## src/ogi_pkg.sv

```systemverilog
`timescale 1ns / 1ps

package ogi_pkg;

    localparam int MAX_WIDTH_DEF  = 1024;
    localparam int MAX_RADIUS_DEF = 16;

    localparam int POS_W      = 27;
    localparam int ROW_W      = 16;
    localparam int OUT_COL_W  = 10;
    localparam int CFG_ADDR_W = 2;
    localparam int CFG_DATA_W = 16;
    localparam int CFG_WID_W  = 11;
    localparam int CFG_HGT_W  = 16;
    localparam int CFG_RAD_W  = 5;

    localparam logic [CFG_ADDR_W-1:0] REG_MAP_WIDTH  = 2'd0;
    localparam logic [CFG_ADDR_W-1:0] REG_MAP_HEIGHT = 2'd1;
    localparam logic [CFG_ADDR_W-1:0] REG_RADIUS     = 2'd2;

    localparam logic [CFG_WID_W-1:0] MAP_WIDTH_RST  = 11'd1024;
    localparam logic [CFG_HGT_W-1:0] MAP_HEIGHT_RST = 16'd1024;
    localparam logic [CFG_RAD_W-1:0] RADIUS_RST     = 5'd8;

    localparam logic CMD_CELL  = 1'b0;
    localparam logic CMD_FLUSH = 1'b1;

    typedef enum logic [1:0] {
        CLS_UNKNOWN  = 2'd0,
        CLS_FREE     = 2'd1,
        CLS_INFLATED = 2'd2,
        CLS_WALL     = 2'd3
    } cls_t;

    // centre cell travelling alongside the window
    typedef struct packed {
        logic                 emit;
        logic                 last;
        logic [ROW_W-1:0]     row;
        logic [OUT_COL_W-1:0] out_col;
        cls_t                 cls;
    } info_t;

    typedef struct packed {
        logic valid;
        logic push;
    } s1_ctl_t;

endpackage

```

## src/ogi_window.sv

```systemverilog
`timescale 1ns / 1ps

module ogi_window #(
    parameter int MAX_WIDTH  = ogi_pkg::MAX_WIDTH_DEF,
    parameter int MAX_RADIUS = ogi_pkg::MAX_RADIUS_DEF
) (
    input  logic                                clk,
    input  logic                                rst_n,
    input  logic                                adv,
    input  ogi_pkg::s1_ctl_t                    s1_ctl,
    input  logic [$clog2(2*MAX_RADIUS)-1:0]     s1_base,
    input  logic [2*MAX_RADIUS-1:0]             s1_word,
    input  ogi_pkg::info_t                      s1_info,
    input  logic [$clog2(MAX_WIDTH)-1:0]        s1_col,
    input  logic [$clog2(MAX_WIDTH+1)-1:0]      w_eff,
    input  logic [ogi_pkg::ROW_W-1:0]           h_eff,
    input  logic [$clog2(MAX_RADIUS+1)-1:0]     r_eff,
    input  logic [2*MAX_RADIUS-2:0][2*MAX_RADIUS-2:0] disk,
    output logic                                s3_valid,
    output ogi_pkg::info_t                      s3_info,
    output logic [2*MAX_RADIUS-2:0]             s3_hit
);

    localparam int RING   = 2 * MAX_RADIUS;
    localparam int RING_W = $clog2(RING);
    localparam int TAPS   = RING - 1;
    localparam int WC_W   = $clog2(MAX_WIDTH + 1);
    localparam int ROWK_W = ogi_pkg::ROW_W + RING_W + 1;
    localparam int CK_W   = WC_W + RING_W + 1;

    logic [TAPS-1:0] tap_reg [TAPS];
    logic [TAPS-1:0] aligned;
    logic [TAPS-1:0] rowmask_next, rowmask_reg;
    logic [TAPS-1:0] colok_next, colok_reg;
    logic [TAPS-1:0] hit_next, hit_reg;
    logic            s2_valid_reg, s3_valid_reg;
    ogi_pkg::info_t  s2_info_reg, s3_info_reg;

    // align the column word so that bit k is row (centre - radius + 1 + k)
    always_comb
    begin
        logic [RING_W:0] idx;
        for (int k = 0; k < TAPS; k++)
        begin
            idx = (RING_W+1)'(s1_base) + (RING_W+1)'(k);
            if (idx >= (RING_W+1)'(RING))
            begin
                idx = idx - (RING_W+1)'(RING);
            end
            aligned[k] = s1_word[idx[RING_W-1:0]];
        end
    end

    always_comb
    begin
        logic [ROWK_W-1:0] rk;
        logic [ROWK_W-1:0] hr;
        logic [CK_W-1:0]   cs;
        hr = ROWK_W'(h_eff) + ROWK_W'(r_eff);
        cs = CK_W'(s1_col) + CK_W'(r_eff);
        for (int k = 0; k < TAPS; k++)
        begin
            rk = ROWK_W'(s1_info.row) + ROWK_W'(k + 1);
            rowmask_next[k] = (rk >= ROWK_W'(r_eff)) && (rk < hr);
        end
        for (int j = 0; j < TAPS; j++)
        begin
            colok_next[j] = (cs >= CK_W'(j + 1)) && (cs < CK_W'(w_eff) + CK_W'(j + 1));
        end
    end

    // shift line of aligned columns, newest at tap 0
    always_ff @(posedge clk)
    begin
        if (adv && s1_ctl.valid && s1_ctl.push)
        begin
            tap_reg[0] <= aligned;
            for (int j = 1; j < TAPS; j++)
            begin
                tap_reg[j] <= tap_reg[j-1];
            end
        end
    end

    always_comb
    begin
        for (int j = 0; j < TAPS; j++)
        begin
            hit_next[j] = colok_reg[j] & (|(tap_reg[j] & rowmask_reg & disk[j]));
        end
    end

    always_ff @(posedge clk or negedge rst_n)
    begin
        if (!rst_n)
        begin
            s2_valid_reg <= 1'b0;
            s3_valid_reg <= 1'b0;
        end
        else if (adv)
        begin
            s2_valid_reg <= s1_ctl.valid;
            s3_valid_reg <= s2_valid_reg;
        end
    end

    always_ff @(posedge clk)
    begin
        if (adv)
        begin
            s2_info_reg <= s1_info;
            rowmask_reg <= rowmask_next;
            colok_reg   <= colok_next;
            s3_info_reg <= s2_info_reg;
            hit_reg     <= hit_next;
        end
    end

    assign s3_valid = s3_valid_reg;
    assign s3_info  = s3_info_reg;
    assign s3_hit   = hit_reg;

endmodule

```

## config.mk

```make
export PLATFORM = sky130hd
export DESIGN_NAME = ogi_window
export DESIGN_NICKNAME = d
export VERILOG_FILES = /design/src/ogi_pkg.sv /design/src/ogi_window.sv
export SDC_FILE = /design/constraint.sdc
export NUM_CORES = 2
export LEC_CHECK = 0
export ABC_AREA = 1
export BUFFER_PORTS_ARGS = -buffer_cell sky130_fd_sc_hd__buf_4
export CORE_AREA = 2 2 442 444
export DETAILED_ROUTE_END_ITERATION = 12
export DIE_AREA = 0 0 444 446
export PLACE_DENSITY = 0.65
export SYNTH_ARGS = -nofsm -noshare
export SYNTH_HDL_FRONTEND = slang
export SYNTH_SLANG_ARGS = --single-unit
```

## constraint.sdc

```tcl
create_clock -name clk -period 2.2 [get_ports clk]
set_clock_uncertainty 0.1 [all_clocks]
set_input_delay 0.11 -clock clk [delete_from_list [all_inputs] [get_ports clk]]
set_output_delay 0.11 -clock clk [all_outputs]
set_load 0.01 [all_outputs]
```

== Word-level counts from Yosys, hierarchy flattened ==
Memories as Yosys holds them, arrays and structs flattened.
Cells that the tools add are included.

* Register bits after elaboration: 155
* Output and inout bits: 62
* Logic and storage cells: 610
* Memory bits (writable): 961
* Memories: 1

{| class="wikitable"
|+ Memories
! name !! depth !! bits a word !! rd ports !! clocked after memory_dff !! wr ports !! RTL line !! source
|-
| tap_reg || 31 || 31 || 31 || 0 || 31 || ogi_window.sv:31 || <nowiki>logic [TAPS-1:0] tap_reg [TAPS];</nowiki>
|}

* Bitwise logic cells: 93
* Reductions and logical operators: 95
* Muxes and demuxes: 95
* Magnitude comparators: 186
* $add $sub $neg: 125

{| class="wikitable"
|+ Operator list
! kind !! number
|-
| bitwise AND 31 bit || 62
|-
| OR reduction 31 bit || 31
|-
| >= comparator 17 x 5 -> 1 bit || 31
|-
| less-than comparator 17 bit || 31
|-
| less-than comparator 11 x 12 -> 1 bit || 31
|-
| adder 16 x 5 -> 17 bit (second input constant) || 16
|-
| adder 11 x 5 -> 12 bit (second input constant) || 16
|-
| less-than comparator 5 x 6 -> 1 bit (second input constant) || 31
|-
| >= comparator 6 bit (second input constant) || 30
|-
| >= comparator 11 x 5 -> 1 bit (second input constant) || 16
|-
| binary-select mux 1 bit (select 5 bit) || 31
|-
| 2-to-1 mux 5 bit || 31
|-
| subtractor 5 x 1 -> 5 bit (second input constant) || 31
|-
| adder 16 x 4 -> 17 bit (second input constant) || 8
|-
| adder 11 x 4 -> 12 bit (second input constant) || 8
|-
| adder 5 x 5 -> 6 bit (second input constant) || 15
|-
| >= comparator 11 x 4 -> 1 bit (second input constant) || 8
|-
| adder 16 x 3 -> 17 bit (second input constant) || 4
|-
| logical AND 1 bit || 64
|-
| adder 11 x 3 -> 12 bit (second input constant) || 4
|-
| adder 5 x 4 -> 6 bit (second input constant) || 8
|-
| >= comparator 11 x 3 -> 1 bit (second input constant) || 4
|-
| adder 16 x 2 -> 17 bit (second input constant) || 2
|-
| 2-to-1 mux 1 bit || 33
|-
| other kinds (12) || 48
|}

== Depth between registers and ports, before layout ==
* Depth after elaboration: 5
* Depth in mapped cells: 23

== Least setup slack after synthesis ==
No wires, ideal clock.

* Path kind: input to register
* Start point: input port adv
* End point: memory tap_reg[0][0] (netlist name), enable pin
* Setup time: 2.332 ns
* Stages on the path: 2
* Data required time: -0.232 ns
* Arrival time: 40.211 ns
* Path buffers: 0
* Setup slack: -40.442 ns
* Path through: nand2_1 > nor2_1

{| class="wikitable"
|+ RTL lines
! item !! RTL line !! source
|-
| start, declared || ogi_window.sv:9 || <nowiki>input logic adv,</nowiki>
|-
| end, declared || ogi_window.sv:31 ||
|}

== Final worst setup path ==
* Start point: register rowmask_reg[6]
* End point: register hit_reg[14], in the netlist s3_hit[14] (data pin)

* Longest elaborated chain between the ends: 4

{| class="wikitable"
|+ RTL lines
! item !! RTL line !! source
|-
| start, declared || ogi_window.sv:33 || <nowiki>logic [TAPS-1:0] rowmask_next, rowmask_reg;</nowiki>
|-
| start signal, assigned || ogi_window.sv:112 || <nowiki>rowmask_reg <= rowmask_next;</nowiki>
|-
| bitwise AND 31 bit (2 in a row) || ogi_window.sv:89 || <nowiki>hit_next[j] = colok_reg[j] & (|(tap_reg[j] & rowmask_reg & disk[j]));</nowiki>
|-
| OR reduction 31 bit || ogi_window.sv:89 ||
|-
| bitwise AND 1 bit || ogi_window.sv:89 ||
|-
| named net hit_next[14] || ogi_window.sv:35 || <nowiki>logic [TAPS-1:0] hit_next, hit_reg;</nowiki>
|-
| end signal, assigned || ogi_window.sv:115 || <nowiki>hit_reg <= hit_next;</nowiki>
|-
| end, declared || ogi_window.sv:35 ||
|}

The timed path passes the listed nets, and every way through them passes these cells.
A chain may end at the register's enable or synchronous reset.

==> summary.md <==
| Metric | Value |
|---|---|
| Initial antenna violation count | 83 |
| Global-route wire length before repair | 604000 um |
| Via count | 82400 |
| Total Nets Final | approximately 13000 |
| Seq cells post-synth | 1116 |
| Clk buf depth | 3 |
| Wire length on met3 | 52300 um |
| TritonRoute pass-1 iters | 13 |
| Sequential Area | 0.0335 mm2 |
| Min cycle time layout | 2.52 ns |
| Status | finished, violations left |
| DRC | 1 |
| CP arrival | 2.96 ns |
| Initial core utilization | 38.3% |
| Clk Latency, worst-skew pair | 0.85 ns |
| CTS tree | done |
| RSZ-0062 raised after global routing | yes |
| Commonest cells after routing, fill and taps aside | 2567 x buf_4, 1763 x nand2_1, 1158 x nand3_1 |
| Drt wl/cell | ~33 um |
| Fill cell count | 16500 |
| Final Max Tran Viols | 0 |
| Mapped Area | approximately 0.074 mm2 |
| Layout area overhead | 57.3% |
| CP startpoint kind | flop |
| Crit end category | flop |
| Pleak | between 50 and 60 nW |
| CTS Buf Count | between 100 and 150 |
| Clk sink count | 1116 |
| Yosys warns | 0 |
| M1 WL | 167000 um |
| Layout cells sized above 1 | a little over a third |
| DIE HEIGHT | 446 um |
| Cell Pwr Density | about 630 mW/mm2 |
| GRT Util Overall | a little over two fifths |
| Top routing layer in use | met5 |
| Max reg flops | 961 |
| Routed Antenna Nets | 0 |
| Core area | a little under 0.2 mm2 |
| Hpwl dp | between 300000 and 400000 um |
| Grt ovf | 0 |
| CP cell instances | buf_12 > nand3_1 > nand4_1 > nor4_4 > buf_6 > a21boi_4 |
| Cell Rows | around 160 |
| Async SR Flop Fraction | less than 1% |
| R2r setup slk | -0.32 ns |
| Worst hold slack | -0.0284 ns |
| Post-synth EDFFs | about 1100 |
| CTS clk-pin slew, worst paths | 0.07 ns |
| I/O pin total | 1137 |
| Largest net degree at the start of global routing | 101 |
| Most common cell after layout, fill and taps aside | buf_4 |
| Post-synth top flop | edfxtp_1 |
| Initial DRC count | between 10000 and 15000 |
| Max_slew headroom | 46.1% |
| Critical Path Slowest Stage Cell | nor4_4 |
| Setup slack at placement | -1.35 ns |
| Peak VDD IR | 793 uV |
| Sequential fraction of the synthesis area | ~45% |
| Area of the multi-input gates | 0.0429 mm2 |
| Mean Syn Cell Area | between 8 and 9 um2 |
| Tightest Pin Transition | 0.809 ns |
| HP Class | in -> reg |
| Port-buffer cells | 1136 |
| Critical Path RT | 2.64 ns |
| Max H-tree Level | 3 |
| Cell family with most CP delay | simple AND/OR/NAND/NOR gates |
| Vias in the first global route | 77000 |
| RePlAce Congestion | 1.11 |
| Post-Syn Instances | 8310 |
| Largest stage delay, worst path | between 0.6 and 0.7 ns |
| DIE WIDTH | 444 um |
| WL final | 467000 um |
| Final Hold Vio Count | 2 |
| Clock Root Buffer | clkbuf_16 |
| Area of the die | approximately 0.20 mm2 |
| Met2 routed WL | 200000 um |
| Max cap viols | 0 |
| Final Worst Setup Slack | -0.316 ns |
| CP max FO | 6 |
| Drt via density | 5.82 |
| Final setup viols | 89 |
| Final Cycle Share | 114% |
| Number of distinct library cells after synthesis | 51 |
| Buf/Inv on CP | 2 |
| Achievable Freq | between 0.3 and 0.4 GHz |
| Syn nets | just over 10000 |
| Critical path class | reg -> reg |
| Failing checks | DRC, hold timing, setup timing |
| Post-layout util | between 60 and 70% |
-- metal layers --
| metal | global-route usage [%] | up-vias |
|---|---|---|
| met5 | 0.195 | - |
| met3 | 9.73 | 1597 |
| met1 | 53.5 | 39600 |
| li1 | - | 35500 |
| met2 | 66.9 | 5710 |
| met4 | 35.8 | 26 |
-- layout make-up --
cell class,count,area share (%)
inverter,766,2.52
sequential,1116,28.8
tap,2542,2.73
multi-input combinational,6173,36.9
clock buffer,143,2.69
antenna,68,0.146
clock inverter,79,0.853
timing repair buffer,3261,25.4
-- final timing paths --
| check | start | to | cells past startpoint |
|---|---|---|---|
| setup / recovery | rowmask_reg[6] | s3_hit[14] | 6 |
| hold / removal | disk[624] | s3_hit[20] | 6 |
| setup reg to reg | rowmask_reg[6] | s3_hit[14] | 6 |
| hold reg to reg | tap_reg[1][310] | tap_reg[1][341] | 0 |
| max in group asynchronous | rst_n | s2_valid_reg | 3 |
| min in group asynchronous | rst_n | s3_valid | 3 |
-- where the power goes --
group | switching (mW) | leakage (nW) | internal, mW
logic | 15.0 | 39.0 | 11.5
clock network | 9.55 | 1.99 | 12.2
registers | 0.650 | 10.4 | 24.2
total | 25.2 | 51.3 | 47.9
-- cell families (layout without fill, tap and decap cells) --
kind of cell,Yosys count,after routing,share of synthesized area [%]
and+or+nand+nor,4099,4099,24.4
DFF,1116,1116,45.2
buffers and inverters,1021,4249,5.35
AOI/OAI and AO/OA,884,884,6.95
adders and majority gates,769,769,13.0
xor gates and xnor gates,382,382,4.52
muxes,39,39,0.527
other,0,68,0
-- worst reg2reg max path: stages (launching register included) --
cell	delay, ns
edfxtp_1	0.46
buf_12	0.19
nand3_1	0.07
nand4_1	0.48
nor4_4	0.61
buf_6	0.23
a21boi_4	0.10
-- through the flow --
stage,TNS [ns],cell area [um2],total power [mW],instances
3_3_place_gp,-71.80,99600,45.7,13400
3_5_place_dp,-73.26,99600,45.9,13400
5_1_grt,-16.39,116000,75.1,14100
2_1_floorplan,-,74100,33.5,8310
4_1_cts,-0.927,109000,69.4,13900
6_report,-10.67,116000,73.2,14100
-- synth_stat cells (11+ instances only) --
master / number / area share [%]
nor3_1: 54 / 0.36
nand3b_1: 31 / 0.31
ha_1: 767 / 13
o21ai_1: 24 / 0.16
inv_1: 732 / 3.7
mux2i_1: 39 / 0.53
nand4_1: 242 / 2.0
a211oi_1: 41 / 0.42
nand3_1: 1249 / 8.4
buf_4: 11 / 0.11
edfxtp_1: 1114 / 45
o21bai_1: 28 / 0.28
o211ai_1: 44 / 0.45
a21oi_1: 323 / 2.2
buf_2: 64 / 0.43
inv_2: 25 / 0.13
o21ai_0: 278 / 1.9
a21boi_0: 34 / 0.34
nand2_1: 1904 / 9.6
buf_1: 39 / 0.20
nor4_1: 61 / 0.52
xnor2_1: 24 / 0.28
clkbuf_1: 139 / 0.70
xor2_1: 358 / 4.2
nor2_1: 506 / 2.6
o21a_1: 23 / 0.23
o2111ai_1: 60 / 0.71
-- timing repair --
action	CTS	global route
hold buffers	224	11
gates cloned	18	25
endpoints found under the setup margin	85	92
pin swaps	165	469
buffers inserted	101	124
gates resized for setup	471	975
endpoints found under the hold margin	212	5
No activity file was read; power rests on OpenSTA's default activity.
